<file path="src/rtl/float_integer_power_macros.svh">
// Assertion macros shared by the float_integer_power RTL.
// Needs nothing else; the files that assert include it by name.
`ifndef FLOAT_INTEGER_POWER_MACROS_SVH
`define FLOAT_INTEGER_POWER_MACROS_SVH

// The consequent must hold in the same cycle as the antecedent.
`define FIP_ASSERT_SAME(lbl, clk, rst_n, ante, cons) \
    lbl: assert property (@(posedge clk) disable iff (!rst_n) (ante) |-> (cons)) \
        else $error("float_integer_power: check failed");

// The consequent must hold in the cycle after the antecedent.
`define FIP_ASSERT_NEXT(lbl, clk, rst_n, ante, cons) \
    lbl: assert property (@(posedge clk) disable iff (!rst_n) (ante) |=> (cons)) \
        else $error("float_integer_power: check failed");

`endif

</file>
<file path="src/rtl/fip_pkg.sv">
// Types and constants for the float_integer_power block.
// Has no dependencies; fip_unit and float_integer_power import it.
`default_nettype none
package fip_pkg;

    localparam logic [31:0] FP_ONE  = 32'h3F80_0000;
    localparam logic [31:0] FP_QNAN = 32'hFFC0_0000;
    localparam logic [31:0] QBIT    = 32'h0040_0000;

    typedef enum logic {
        OP_MUL,
        OP_RECIP
    } t_fu_op;

    typedef struct packed {
        logic        start;
        t_fu_op      op;
        logic [31:0] a;
        logic [31:0] b;
    } t_fu_req;

    typedef struct packed {
        logic        done;
        logic [31:0] res;
    } t_fu_rsp;

    typedef enum logic [1:0] {
        US_IDLE,
        US_PRE,
        US_DIV,
        US_NORM
    } t_ustate;

    typedef enum logic [3:0] {
        T_IDLE,
        T_SCAN,
        T_SQ,
        T_SQW,
        T_MUL,
        T_MULW,
        T_RCP,
        T_RCPW,
        T_OUT
    } t_tstate;

endpackage
`default_nettype wire

</file>
<file path="src/rtl/fip_if.sv">
// Valid/ready channel interfaces for the float_integer_power block.
// Standalone; used by the top level ports.
`default_nettype none
interface fip_in_if;
    logic               valid;
    logic               ready;
    logic        [31:0] base_bits;
    logic signed [31:0] exponent;

    modport source (output valid, output base_bits, output exponent, input ready);
    modport sink (input valid, input base_bits, input exponent, output ready);
endinterface

interface fip_out_if;
    logic        valid;
    logic        ready;
    logic [31:0] result_bits;

    modport source (output valid, output result_bits, input ready);
    modport sink (input valid, input result_bits, output ready);
endinterface
`default_nettype wire

</file>
<file path="src/rtl/fip_unit.sv">
// Shared single-precision unit: rounded multiply and iterative reciprocal.
// Depends on fip_pkg for the request and response types.
`default_nettype none
module fip_unit (
    input  logic            i_clk,
    input  logic            i_rst_n,
    input  fip_pkg::t_fu_req i_req,
    output fip_pkg::t_fu_rsp o_rsp
);
    import fip_pkg::*;

    t_ustate            r_state;
    t_ustate            n_state;
    logic               r_done;
    logic        [31:0] r_res;
    logic               r_s;
    logic signed [10:0] r_e;
    logic        [47:0] r_sig;
    logic               r_sticky;
    logic        [23:0] r_div;
    logic        [24:0] r_rem;
    logic        [25:0] r_q;
    logic        [4:0]  r_cnt;

    logic        [7:0]  ea;
    logic        [7:0]  eb;
    logic        [7:0]  ea_adj;
    logic        [7:0]  eb_adj;
    logic        [23:0] ma;
    logic        [23:0] mb;
    logic               nan_a;
    logic               nan_b;
    logic               inf_a;
    logic               inf_b;
    logic               zero_a;
    logic               zero_b;
    logic               sx;

    logic               qbit;
    logic        [24:0] rem_t;
    logic        [25:0] q_next;

    logic               norm_left;
    logic               norm_right;
    logic               inc;
    logic        [24:0] m25;
    logic signed [10:0] e2;
    logic        [31:0] rnd_res;

    assign ea     = i_req.a[30:23];
    assign eb     = i_req.b[30:23];
    assign ea_adj = (ea == 8'd0) ? 8'd1 : ea;
    assign eb_adj = (eb == 8'd0) ? 8'd1 : eb;
    assign ma     = {ea != 8'd0, i_req.a[22:0]};
    assign mb     = {eb != 8'd0, i_req.b[22:0]};
    assign nan_a  = (ea == 8'hFF) && (i_req.a[22:0] != 23'd0);
    assign nan_b  = (eb == 8'hFF) && (i_req.b[22:0] != 23'd0);
    assign inf_a  = (ea == 8'hFF) && (i_req.a[22:0] == 23'd0);
    assign inf_b  = (eb == 8'hFF) && (i_req.b[22:0] == 23'd0);
    assign zero_a = (i_req.a[30:0] == 31'd0);
    assign zero_b = (i_req.b[30:0] == 31'd0);
    assign sx     = i_req.a[31] ^ i_req.b[31];

    assign qbit   = (r_rem >= {1'b0, r_div});
    assign rem_t  = qbit ? (r_rem - {1'b0, r_div}) : r_rem;
    assign q_next = {r_q[24:0], qbit};

    assign norm_left  = !r_sig[47] && (r_e > 11'sd1);
    assign norm_right = (r_e < 11'sd1);
    assign inc        = r_sig[23] && ((|r_sig[22:0]) || r_sticky || r_sig[24]);
    assign m25        = {1'b0, r_sig[47:24]} + {24'd0, inc};
    assign e2         = m25[24] ? (r_e + 11'sd1) : r_e;

    always_comb begin
        if (e2 >= 11'sd255) begin
            rnd_res = {r_s, 8'hFF, 23'd0};
        end else if (m25[24]) begin
            rnd_res = {r_s, e2[7:0], 23'd0};
        end else if (m25[23]) begin
            rnd_res = {r_s, e2[7:0], m25[22:0]};
        end else begin
            rnd_res = {r_s, 8'd0, m25[22:0]};
        end
    end

    always_comb begin
        n_state = r_state;
        unique case (r_state)
            US_IDLE: begin
                if (i_req.start) begin
                    if (i_req.op == OP_MUL) begin
                        if (!(nan_a || nan_b || inf_a || inf_b || zero_a || zero_b)) begin
                            n_state = US_NORM;
                        end
                    end else if (!(nan_a || inf_a || zero_a)) begin
                        n_state = US_PRE;
                    end
                end
            end
            US_PRE: begin
                if (r_div[23]) begin
                    n_state = US_DIV;
                end
            end
            US_DIV: begin
                if (r_cnt == 5'd1) begin
                    n_state = US_NORM;
                end
            end
            US_NORM: begin
                if (!norm_left && !norm_right) begin
                    n_state = US_IDLE;
                end
            end
            default: n_state = US_IDLE;
        endcase
    end

    always_ff @(posedge i_clk) begin
        if (!i_rst_n) begin
            r_state <= US_IDLE;
            r_done  <= 1'b0;
        end else begin
            r_state <= n_state;
            r_done  <= 1'b0;
            unique case (r_state)
                US_IDLE: begin
                    if (i_req.start) begin
                        if (i_req.op == OP_MUL) begin
                            r_done <= nan_a || nan_b || inf_a || inf_b || zero_a || zero_b;
                        end else begin
                            r_done <= nan_a || inf_a || zero_a;
                        end
                    end
                end
                US_NORM: r_done <= !norm_left && !norm_right;
                default: r_done <= 1'b0;
            endcase
        end
    end

    always_ff @(posedge i_clk) begin
        unique case (r_state)
            US_IDLE: begin
                if (i_req.start) begin
                    if (i_req.op == OP_MUL) begin
                        r_s      <= sx;
                        r_sig    <= ma * mb;
                        r_sticky <= 1'b0;
                        r_e      <= $signed({3'd0, ea_adj}) + $signed({3'd0, eb_adj})
                                    - 11'sd126;
                        if (nan_a) begin
                            r_res <= i_req.a | QBIT;
                        end else if (nan_b) begin
                            r_res <= i_req.b | QBIT;
                        end else if ((inf_a && zero_b) || (zero_a && inf_b)) begin
                            r_res <= FP_QNAN;
                        end else if (inf_a || inf_b) begin
                            r_res <= {sx, 8'hFF, 23'd0};
                        end else begin
                            r_res <= {sx, 31'd0};
                        end
                    end else begin
                        r_s      <= i_req.a[31];
                        r_div    <= ma;
                        r_e      <= $signed({3'd0, ea_adj});
                        r_sticky <= 1'b0;
                        if (nan_a) begin
                            r_res <= i_req.a | QBIT;
                        end else if (inf_a) begin
                            r_res <= {i_req.a[31], 31'd0};
                        end else begin
                            r_res <= {i_req.a[31], 8'hFF, 23'd0};
                        end
                    end
                end
            end
            US_PRE: begin
                if (r_div[23]) begin
                    r_rem <= 25'h080_0000;
                    r_q   <= 26'd0;
                    r_cnt <= 5'd26;
                    r_e   <= 11'sd254 - r_e;
                end else begin
                    r_div <= {r_div[22:0], 1'b0};
                    r_e   <= r_e - 11'sd1;
                end
            end
            US_DIV: begin
                r_q   <= q_next;
                r_rem <= {rem_t[23:0], 1'b0};
                r_cnt <= r_cnt - 5'd1;
                if (r_cnt == 5'd1) begin
                    r_sig    <= {q_next, 22'd0};
                    r_sticky <= (rem_t != 25'd0);
                end
            end
            US_NORM: begin
                if (norm_left) begin
                    r_sig <= {r_sig[46:0], 1'b0};
                    r_e   <= r_e - 11'sd1;
                end else if (norm_right) begin
                    if (r_e < -11'sd26) begin
                        r_sticky <= r_sticky || (|r_sig);
                        r_sig    <= 48'd0;
                        r_e      <= 11'sd1;
                    end else begin
                        r_sticky <= r_sticky || r_sig[0];
                        r_sig    <= {1'b0, r_sig[47:1]};
                        r_e      <= r_e + 11'sd1;
                    end
                end else begin
                    r_res <= rnd_res;
                end
            end
            default: r_res <= r_res;
        endcase
    end

    assign o_rsp.done = r_done;
    assign o_rsp.res  = r_res;

endmodule
`default_nettype wire

</file>
<file path="src/rtl/float_integer_power.sv">
// Top level of float_integer_power: square-and-multiply sequencer.
// Depends on fip_pkg, fip_if, fip_unit and float_integer_power_macros.svh.
//
//   channel | dir | payload
//   i_in    | in  | base_bits[31:0], exponent[31:0] signed
//   o_out   | out | result_bits[31:0]
//
// One request scans past the leading zero bits of the exponent magnitude; then
// each bit from the leading one down costs one square and, for a set bit, one
// multiply in the shared unit. A multiply takes longer for denormal operands
// or results that need normalizing; a negative exponent adds a reciprocal.
// Reset is synchronous and returns the sequencer to idle; no clearing pass.
// A new request is taken only when the previous result has been taken.
`default_nettype none
module float_integer_power #(
    parameter int EXP_WIDTH = 32
) (
    input  logic      i_clk,
    input  logic      i_rst_n,
    fip_in_if.sink    i_in,
    fip_out_if.source o_out
);
    import fip_pkg::*;
    `include "float_integer_power_macros.svh"

    localparam int CNT_W = $clog2(EXP_WIDTH + 1);

    t_tstate              r_state;
    t_tstate              n_state;
    logic [31:0]          r_base;
    logic [31:0]          r_acc;
    logic [31:0]          r_result;
    logic                 r_neg;
    logic [EXP_WIDTH-1:0] r_mag;
    logic [CNT_W-1:0]     r_cnt;

    logic [EXP_WIDTH-1:0] in_raw;
    logic                 in_neg;
    logic [EXP_WIDTH-1:0] in_mag;
    logic                 accept;
    logic                 last;
    t_fu_req              fu_req;
    t_fu_rsp              fu_rsp;

    assign in_raw = i_in.exponent[EXP_WIDTH-1:0];
    assign in_neg = in_raw[EXP_WIDTH-1];
    assign in_mag = in_neg ? (~in_raw + 1'b1) : in_raw;
    assign accept = i_in.valid && i_in.ready;
    assign last   = (r_cnt == CNT_W'(1));

    assign i_in.ready        = (r_state == T_IDLE);
    assign o_out.valid       = (r_state == T_OUT);
    assign o_out.result_bits = r_result;

    fip_unit u_unit (
        .i_clk   (i_clk),
        .i_rst_n (i_rst_n),
        .i_req   (fu_req),
        .o_rsp   (fu_rsp)
    );

    always_comb begin
        fu_req.start = 1'b0;
        fu_req.op    = OP_MUL;
        fu_req.a     = r_acc;
        fu_req.b     = r_acc;
        n_state      = r_state;
        unique case (r_state)
            T_IDLE: begin
                if (accept) begin
                    n_state = (in_mag == '0) ? T_OUT : T_SCAN;
                end
            end
            T_SCAN: begin
                if (r_mag[EXP_WIDTH-1]) begin
                    n_state = T_SQ;
                end
            end
            T_SQ: begin
                fu_req.start = 1'b1;
                n_state      = T_SQW;
            end
            T_SQW: begin
                if (fu_rsp.done) begin
                    if (r_mag[EXP_WIDTH-1]) begin
                        n_state = T_MUL;
                    end else if (last) begin
                        n_state = r_neg ? T_RCP : T_OUT;
                    end else begin
                        n_state = T_SQ;
                    end
                end
            end
            T_MUL: begin
                fu_req.start = 1'b1;
                fu_req.a     = r_base;
                n_state      = T_MULW;
            end
            T_MULW: begin
                if (fu_rsp.done) begin
                    if (last) begin
                        n_state = r_neg ? T_RCP : T_OUT;
                    end else begin
                        n_state = T_SQ;
                    end
                end
            end
            T_RCP: begin
                fu_req.start = 1'b1;
                fu_req.op    = OP_RECIP;
                n_state      = T_RCPW;
            end
            T_RCPW: begin
                if (fu_rsp.done) begin
                    n_state = T_OUT;
                end
            end
            T_OUT: begin
                if (o_out.ready) begin
                    n_state = T_IDLE;
                end
            end
            default: n_state = T_IDLE;
        endcase
    end

    always_ff @(posedge i_clk) begin
        if (!i_rst_n) begin
            r_state <= T_IDLE;
        end else begin
            r_state <= n_state;
        end
    end

    always_ff @(posedge i_clk) begin
        unique case (r_state)
            T_IDLE: begin
                if (accept) begin
                    r_base   <= i_in.base_bits;
                    r_neg    <= in_neg;
                    r_mag    <= in_mag;
                    r_cnt    <= CNT_W'(EXP_WIDTH);
                    r_acc    <= FP_ONE;
                    r_result <= FP_ONE;
                end
            end
            T_SCAN: begin
                if (!r_mag[EXP_WIDTH-1]) begin
                    r_mag <= r_mag << 1;
                    r_cnt <= r_cnt - CNT_W'(1);
                end
            end
            T_SQW: begin
                if (fu_rsp.done) begin
                    r_acc <= fu_rsp.res;
                    if (!r_mag[EXP_WIDTH-1]) begin
                        r_mag    <= r_mag << 1;
                        r_cnt    <= r_cnt - CNT_W'(1);
                        r_result <= fu_rsp.res;
                    end
                end
            end
            T_MULW: begin
                if (fu_rsp.done) begin
                    r_acc    <= fu_rsp.res;
                    r_mag    <= r_mag << 1;
                    r_cnt    <= r_cnt - CNT_W'(1);
                    r_result <= fu_rsp.res;
                end
            end
            T_RCPW: begin
                if (fu_rsp.done) begin
                    r_result <= fu_rsp.res;
                end
            end
            default: r_acc <= r_acc;
        endcase
    end

    `FIP_ASSERT_SAME(a_out_blocks_in, i_clk, i_rst_n, o_out.valid, !i_in.ready)
    `FIP_ASSERT_SAME(a_done_when_waiting, i_clk, i_rst_n, fu_rsp.done,
        r_state == T_SQW || r_state == T_MULW || r_state == T_RCPW)
    `FIP_ASSERT_NEXT(a_zero_power_one, i_clk, i_rst_n, accept && (in_mag == '0),
        o_out.valid && (o_out.result_bits == FP_ONE))

endmodule
`default_nettype wire

</file>
<file path="src/flat_wrapper.sv">
// flat-port wrapper written by rule: the top's interface ports become plain ports
module float_integer_power_flat import fip_pkg::*;
#(
    parameter int EXP_WIDTH = 32
)
  (i_clk, i_rst_n, i_in_valid, i_in_base_bits, i_in_exponent, i_in_ready, o_out_valid, o_out_result_bits, o_out_ready);
  fip_in_if i_in_i ();
  fip_out_if o_out_i ();
  input  logic i_clk;
  input  logic i_rst_n;
  input wire logic [$bits(i_in_i.valid)-1:0] i_in_valid;
  input wire logic [$bits(i_in_i.base_bits)-1:0] i_in_base_bits;
  input wire logic [$bits(i_in_i.exponent)-1:0] i_in_exponent;
  output wire logic [$bits(i_in_i.ready)-1:0] i_in_ready;
  output wire logic [$bits(o_out_i.valid)-1:0] o_out_valid;
  output wire logic [$bits(o_out_i.result_bits)-1:0] o_out_result_bits;
  input wire logic [$bits(o_out_i.ready)-1:0] o_out_ready;
  assign i_in_i.valid = i_in_valid;
  assign i_in_i.base_bits = i_in_base_bits;
  assign i_in_i.exponent = i_in_exponent;
  assign i_in_ready = i_in_i.ready;
  assign o_out_valid = o_out_i.valid;
  assign o_out_result_bits = o_out_i.result_bits;
  assign o_out_i.ready = o_out_ready;
  float_integer_power #(.EXP_WIDTH(EXP_WIDTH)) u_core (.i_clk(i_clk), .i_rst_n(i_rst_n), .i_in(i_in_i), .o_out(o_out_i));
endmodule
</file>
<file path="config.mk">
export PLATFORM = sky130hd
export DESIGN_NAME = float_integer_power_flat
export DESIGN_NICKNAME = d
export VERILOG_FILES = /design/src/rtl/fip_pkg.sv /design/src/rtl/fip_if.sv /design/src/rtl/fip_unit.sv /design/src/rtl/float_integer_power.sv /design/src/flat_wrapper.sv
export VERILOG_INCLUDE_DIRS = /design/src /design/src/rtl
export SDC_FILE = /design/constraint.sdc
export NUM_CORES = 2
export LEC_CHECK = 0
export BUFFER_PORTS_ARGS = -buffer_cell sky130_fd_sc_hd__buf_2
export CORE_MARGIN = 8
export CORE_UTILIZATION = 44
export CTS_CLUSTER_SIZE = 8
export DETAILED_ROUTE_END_ITERATION = 10
export RECOVER_POWER = 100
export REMOVE_ABC_BUFFERS = 1
export SLEW_MARGIN = 20
export SYNTH_ARGS = -nofsm -noshare
export SYNTH_HDL_FRONTEND = slang
export SYNTH_SLANG_ARGS = --single-unit
export TNS_END_PERCENT = 100
</file>
<file path="constraint.sdc">
create_clock -name i_clk -period 15 [get_ports i_clk]
set_input_delay 0 -clock i_clk [delete_from_list [all_inputs] [get_ports i_clk]]
set_output_delay 0 -clock i_clk [all_outputs]
set_load 0.1 [all_outputs]
</file>
# After elaboration in Yosys (flattened, before gate mapping)
# Index checks and enable logic that the tools add are counted.
[op_classes]
n_reduce_logical = 67
addsub = 10
n_lt_le_gt_ge = 5
multipliers = 1
bitwise = 2
eq_ne = 37
n_mux = 91
[op_table]
columns = ["cell", "n"]
rows = [
  ["2-to-1 mux 32 bit", 17],
  ["2-to-1 mux 48 bit", 5],
  ["2-to-1 mux 31 bit", 6],
  ["case mux 48 bit (3 select lines)", 1],
  ["case mux 32 bit (2 select lines)", 2],
  ["case mux 32 bit (4 select lines)", 1],
  ["case mux 25 bit (2 select lines)", 2],
  ["case mux 32 bit (3 select lines)", 1],
  ["2-to-1 mux 11 bit", 7],
  ["2-to-1 mux 25 bit", 3],
  ["2-to-1 mux 24 bit", 3],
  ["logical NOT 31 bit", 2],
  ["multiplier 24 x 24 -> 48 bit", 1],
  ["case mux 24 bit (2 select lines)", 1],
  ["OR reduction 48 bit", 1],
  ["2-to-1 mux 47 bit", 1],
  ["logical NOT 23 bit", 2],
  ["nonzero test 23 bit", 2],
  ["2-to-1 mux 4 bit", 10],
  ["case mux 4 bit (9 select lines)", 1],
  ["case mux 11 bit (3 select lines)", 1],
  ["adder 32 x 1 -> 32 bit (second input constant)", 1],
  ["logical NOT 32 bit", 1],
  ["inverter 32 bit", 1],
  ["56 further kinds", 140],
]
[word_totals]
out_inout_bits = 34
ff_bits = 314
elab_cells = 232
input_bits = 68

# Logic depth before layout (Yosys ltp)
[depth]
ltp_word = 13
mapped_depth = 33
mapped_depth_nobuf = 27

# By module
# From an unflattened synthesis, not the netlist that was laid out.
[unflattened]
hier_cells = 3875
hier_area_um2 = 36879.1
[modules_own_cells]
columns = ["module", "seq_area_each_um2", "n_inst", "area_per_inst_um2", "cells_per_inst"]
rows = [
  ["fip_unit", 5195.0, 1, 30088.9, 3322],
  ["float_integer_power", 4134.0, 1, 6790.3, 553],
]

# Worst setup path after synthesis
# No wires, ideal clock.
[synth_timing]
kind = "reg-to-reg"
startpoint = "register u_core.r_state[1]"
endpoint = "register u_core.u_unit.r_sig[41], data pin"
t_arrival_ns = 8.070
n_path_buf = 5
setup_time_ns = 0.152
slack_ns = 6.778
synth_period_minus_slack_ns = 8.222
stages_incl_launch_ff = 32
required_ns = 14.848
path_cell_list = "dfxtp_1 -> buf_6 -> nor4b_4 -> buf_6 -> buf_8 -> mux2i_1 -> nand4_1 -> or2_2 -> clkbuf_1 -> and2_1 -> fa_1 -> fa_1 -> inv_1 -> fa_1 -> fa_1 -> inv_1 -> fa_1 -> fa_1 -> inv_1 -> fa_1 -> inv_1 -> ha_1 -> clkbuf_1 -> nand4_1 -> nor4_1 -> o21ai_0 -> and4b_1 -> a21oi_1 -> a211oi_1 -> nor4_1 -> mux2_2 -> o21ai_0"
[synth_via]
elab_chain_len = 7
[synth_lines]
columns = ["item", "line_no", "text"]
rows = [
  ["start: declaration", "float_integer_power.sv:28", "t_tstate r_state;"],
  ["start signal: assignment", "float_integer_power.sv:131", "r_state <= n_state;"],
  ["== test 4 x 3 -> 1 bit (*)", "float_integer_power.sv:68", "unique case (r_state)"],
  ["2-to-1 mux 32 bit (*)", "float_integer_power.sv:68", ""],
  ["nonzero test 8 bit", "fip_unit.sv:54", "assign ma = {ea != 8'd0, i_req.a[22:0]};"],
  ["multiplier 24 x 24 -> 48 bit (*)", "fip_unit.sv:148", "r_sig <= ma * mb;"],
  ["2-to-1 mux 48 bit (*)", "fip_unit.sv:146", "if (i_req.op == OP_MUL) begin"],
  ["2-to-1 mux 48 bit (*)", "fip_unit.sv:145", "if (i_req.start) begin"],
  ["case mux 48 bit (3 select lines) (*)", "fip_unit.sv:143", "unique case (r_state)"],
  ["end signal: assignment", "fip_unit.sv:148", ""],
  ["end signal: assignment", "fip_unit.sv:194", "r_sig <= {q_next, 22'd0};"],
  ["end signal: assignment", "fip_unit.sv:200", "r_sig <= {r_sig[46:0], 1'b0};"],
  ["end: declaration", "fip_unit.sv:18", "logic [47:0] r_sig;"],
]
# Mark *: on every way between the ends. The rest lies on a longest branch, timed or not. The select of a mux whose other input is x is not followed.
# A chain may end at the register's enable or synchronous reset.

# Final worst setup path
[layout_timing]
startpoint = "register u_core.r_state[2]"
endpoint = "register u_core.u_unit.r_sig[41], data pin"
# The elaborated chain is that of the path after synthesis.

==> impl_metrics.prom <==
# TYPE chip_impl_metric gauge
chip_impl_metric{name="insertion_delay",unit="ns"} 0.62
chip_impl_metric{name="htree_num_levels",unit=""} 2
chip_impl_info{name="critical_path.top_delay_family",value="buffers and inverters"} 1
chip_impl_metric{name="antenna_left",unit=""} 0
chip_impl_info{name="final_cell_mix",value="629 x sky130_fd_sc_hd__inv_1, 484 x sky130_fd_sc_hd__fa_1, 460 x sky130_fd_sc_hd__nand2_1"} 1
chip_impl_metric{name="dieHeight",unit="um"} 308
chip_impl_info{name="layout_commonest_cell",value="sky130_fd_sc_hd__inv_1"} 1
chip_impl_metric{name="start_util",unit="%"} 44.1
chip_impl_metric{name="synth_enable_flop_cells",unit=""} 306
chip_impl_info{name="path_type_of_the_worst_min_delay_path",value="in -> reg"} 1
chip_impl_info{name="most_used_flip_flop_cell_after_synthesis",value="sky130_fd_sc_hd__edfxtp_1"} 1
chip_impl_metric{name="synthesis.area",unit="um^2"} 37400
chip_impl_metric{name="grt_pass1_vias",unit=""} 29900
chip_impl_metric{name="floorplan.core_area",unit="um^2"} 84700
chip_impl_metric{name="crit_path_max_incr_delay",unit="ns"} 2.31
chip_impl_metric{name="overall_die_area",unit="um^2"} 94600
chip_impl_metric{name="dpl.hpwl",unit="mm"} 81.7
chip_impl_metric{name="synth_register_bits",unit=""} 313
chip_impl_metric{name="drc_errors",unit=""} 0
chip_impl_metric{name="synthesis.area_per_instance",unit="um^2"} 9.49
chip_impl_metric{name="timing.slew.headroom",unit="%"} -137
chip_impl_metric{name="detailroute.via_count",unit=""} 29100
chip_impl_info{name="violated_checks",value="max-capacitance violations, max-slew violations"} 1
chip_impl_metric{name="critical_path.max_fanout",unit=""} 35
chip_impl_metric{name="finalMaxSlewViolations",unit=""} 551
chip_impl_metric{name="layout-drive-gt1-share",unit="%"} 5.27
chip_impl_metric{name="area.growth.synth_to_final",unit="%"} 8.70
chip_impl_metric{name="worst_slew_pin_slew",unit="ns"} 3.56
chip_impl_info{name="critical_path.most_common_cell",value="sky130_fd_sc_hd__fa_1"} 1
chip_impl_metric{name="dpl-instance-area",unit="um^2"} 38900
chip_impl_metric{name="final.setup.tns",unit="ns"} 0
chip_impl_metric{name="antenna_found_initial",unit=""} 2
chip_impl_metric{name="grt_first_pass_wirelength",unit="mm"} 178
chip_impl_metric{name="path_buf_inv",unit=""} 5
chip_impl_info{name="critPathKind",value="reg -> reg"} 1
chip_impl_metric{name="achievable-frequency",unit="GHz"} 0.0823
chip_impl_metric{name="clkSlewWorstSetupHoldPaths",unit="ns"} 0.05
chip_impl_metric{name="design.portCount",unit=""} 102
chip_impl_metric{name="arrival",unit="ns"} 12.60
chip_impl_metric{name="gp_routability_congestion",unit=""} 0.919
chip_impl_info{name="outcome",value="complete, but fails checks"} 1
chip_impl_metric{name="core.rowCount",unit=""} 107
chip_impl_metric{name="clockBufferDepth",unit=""} 3
chip_impl_metric{name="die_width",unit="um"} 308
chip_impl_metric{name="numCtsBuffers",unit=""} 47
chip_impl_metric{name="timing_hold_violations_final",unit=""} 0
chip_impl_info{name="grt_setup_unrepaired",value="no"} 1
chip_impl_info{name="cp_slowest_cell",value="sky130_fd_sc_hd__clkbuf_1"} 1
chip_impl_metric{name="cts-resized-gates",unit=""} 0
chip_impl_metric{name="yosys_warnings",unit=""} 0
chip_impl_metric{name="setup_viol",unit=""} 0
chip_impl_metric{name="violation_count_after_the_first_detailed_routing_iteration",unit=""} 2654
chip_impl_metric{name="design.final.nets",unit=""} 4743
chip_impl_metric{name="mean_number_of_vias_per_cell",unit=""} 5.67
chip_impl_metric{name="final.period_utilization",unit="%"} 81.0
chip_impl_info{name="worst_setup_path_start_kind",value="flip-flop"} 1
chip_impl_metric{name="total_number_of_clock_tree_sinks",unit=""} 313
chip_impl_info{name="setup.worst_path.end_class",value="flip-flop"} 1
chip_impl_metric{name="seq_area_frac_synth",unit="%"} 24.9
chip_impl_metric{name="final_design_area_no_fill",unit="um^2"} 40700
chip_impl_metric{name="syn_inst",unit=""} 3940
chip_impl_metric{name="track_usage",unit="%"} 24.0
chip_impl_metric{name="wl_per_cell",unit="um"} 22.0
chip_impl_metric{name="maxCapViolCount",unit=""} 18
chip_impl_metric{name="detail_route.first_pass.iterations",unit=""} 6
chip_impl_metric{name="synth_cell_type_count",unit=""} 90
chip_impl_info{name="cts-root-buf",value="sky130_fd_sc_hd__clkbuf_16"} 1
chip_impl_metric{name="place.port_buffers",unit=""} 101
chip_impl_metric{name="grt-ovfl-total",unit=""} 0
chip_impl_metric{name="fin_crit",unit="ns"} 12.15
chip_impl_metric{name="fin_skew",unit="ns"} 0.0571
chip_impl_metric{name="largest_net_degree_at_the_start_of_global_routing",unit=""} 55
chip_impl_metric{name="synth-async-reset-ratio",unit="%"} 0
chip_impl_metric{name="total_wirelength",unit="mm"} 113
chip_impl_metric{name="required",unit="ns"} 15.45
chip_impl_info{name="cts_tree",value="built"} 1
## registers in the layout (all words and copies together) (netlist names), 24 cells and up
register,flops
u_core.u_unit.r_q,25
u_core.u_unit.r_res,32
u_core.u_unit.r_rem,24
u_core.o_out.result_bits,32
u_core.u_unit.r_sig,48
u_core.r_base,32
u_core.r_mag,32
u_core.r_acc,32
u_core.u_unit.r_div,24
## per-stage QoR
step | hold WS (ns) | worst slack (ns) | instances | utilization, %
final | 0.0395 | 2.85 | 5133 | 48.0
after floorplan | 0.0989 | 5.95 | 3693 | -
after global placement | 0.176 | 5.59 | 4991 | 45.8
after detailed placement | 0.179 | 5.38 | 4991 | 45.8
after global routing | 0.0592 | 2.40 | 5130 | 48.0
after CTS | 0.0201 | 5.37 | 5129 | 48.2
## worst paths after layout
check / from / to / slack (ns) / depth (start not counted)
max: u_core.r_state[2] / u_core.u_unit.r_sig[41] / 2.85 / 25
min: i_in_valid / u_core.r_mag[31] / 0.04 / 4
max reg2reg: u_core.r_state[2] / u_core.u_unit.r_sig[41] / 2.85 / 25
min reg2reg: u_core.r_mag[26] / u_core.r_mag[27] / 0.52 / 2
## per-layer routing
metal | vias up | track usage [%] | routed length, um
met4 | 0 | 6.45 | 3170
met2 | 1054 | 37.6 | 50400
met3 | 174 | 4.32 | 8520
met1 | 14800 | 34.2 | 50700
li1 | 13100 | - | -
met5 | - | 0 | 0
## cell usage after synthesis (all sizes together), types with 17 or more instances
library cell | count | share of area (%)
a211oi | 18 | 0.36
a21o | 27 | 0.54
a21oi | 107 | 1.4
a221oi | 23 | 0.54
a22oi | 41 | 0.88
a31oi | 19 | 0.36
and2 | 304 | 5.1
and3 | 81 | 1.4
buf | 27 | 0.42
clkbuf | 220 | 2.2
edfxtp | 306 | 25
fa | 484 | 26
ha | 226 | 7.6
inv | 629 | 6.3
mux2 | 28 | 0.84
mux2i | 32 | 0.86
nand2 | 460 | 4.6
nand2b | 17 | 0.28
nand3 | 50 | 0.68
nand4 | 31 | 0.52
nor2 | 125 | 1.3
nor2b | 17 | 0.28
nor3 | 49 | 0.67
nor4 | 42 | 0.87
o21a | 28 | 0.56
o21ai | 150 | 2.0
o22ai | 28 | 0.47
o31ai | 43 | 0.88
or3 | 29 | 0.50
xnor2 | 56 | 1.3
xor2 | 65 | 1.5
## cell type report
| type | instances | area [um^2] |
|---|---|---|
| antenna | 3 | 7.51 |
| inverter | 631 | 2370 |
| clock inverter | 9 | 110 |
| tap | 1144 | 1430 |
| timing repair buffer | 223 | 1470 |
| fill | 8042 | 44100 |
| multi-input combinational | 2749 | 24700 |
| sequential | 313 | 9330 |
| clock buffer | 61 | 1230 |
## cells by family after synthesis
family	count (synthesis)	share of synthesized area, %
buffers and inverters	878	8.97
xor gates and xnor gates	121	2.83
DFF	313	24.9
muxes	60	1.70
and+or+nand+nor	1253	17.2
adders and majority gates	710	33.5
AOI/OAI and AO/OA	605	10.9
## timing repair
action / CTS / global route
hold buffers: 68 / 0
buffers inserted: 0 / 0
endpoints found under the hold margin: 71 / 0
## worst register-to-register path, cell delays in order (launching register included)
cell and delay, ns:
sky130_fd_sc_hd__dfxtp_1 0.72, sky130_fd_sc_hd__nor4b_1 0.31, sky130_fd_sc_hd__clkbuf_1 2.31, sky130_fd_sc_hd__mux2_2 0.52, sky130_fd_sc_hd__clkbuf_1 1.51, sky130_fd_sc_hd__nand2_1 0.28
sky130_fd_sc_hd__fa_1 0.56, sky130_fd_sc_hd__fa_1 0.50, sky130_fd_sc_hd__inv_1 0.05, sky130_fd_sc_hd__fa_1 0.47, sky130_fd_sc_hd__fa_1 0.60, sky130_fd_sc_hd__fa_1 0.46
sky130_fd_sc_hd__fa_1 0.49, sky130_fd_sc_hd__inv_1 0.05, sky130_fd_sc_hd__fa_1 0.49, sky130_fd_sc_hd__inv_1 0.05, sky130_fd_sc_hd__ha_1 0.42, sky130_fd_sc_hd__nand4_1 0.16
sky130_fd_sc_hd__nor4_1 0.31, sky130_fd_sc_hd__o21ai_0 0.19, sky130_fd_sc_hd__and4b_1 0.27, sky130_fd_sc_hd__a21oi_1 0.33, sky130_fd_sc_hd__a211oi_1 0.22, sky130_fd_sc_hd__nor4_1 0.24
sky130_fd_sc_hd__mux2_2 0.36, sky130_fd_sc_hd__o21ai_0 0.15
Power is not shown: default switching activity piles up to over one toggle a cycle in this logic, so the estimate is an artifact.
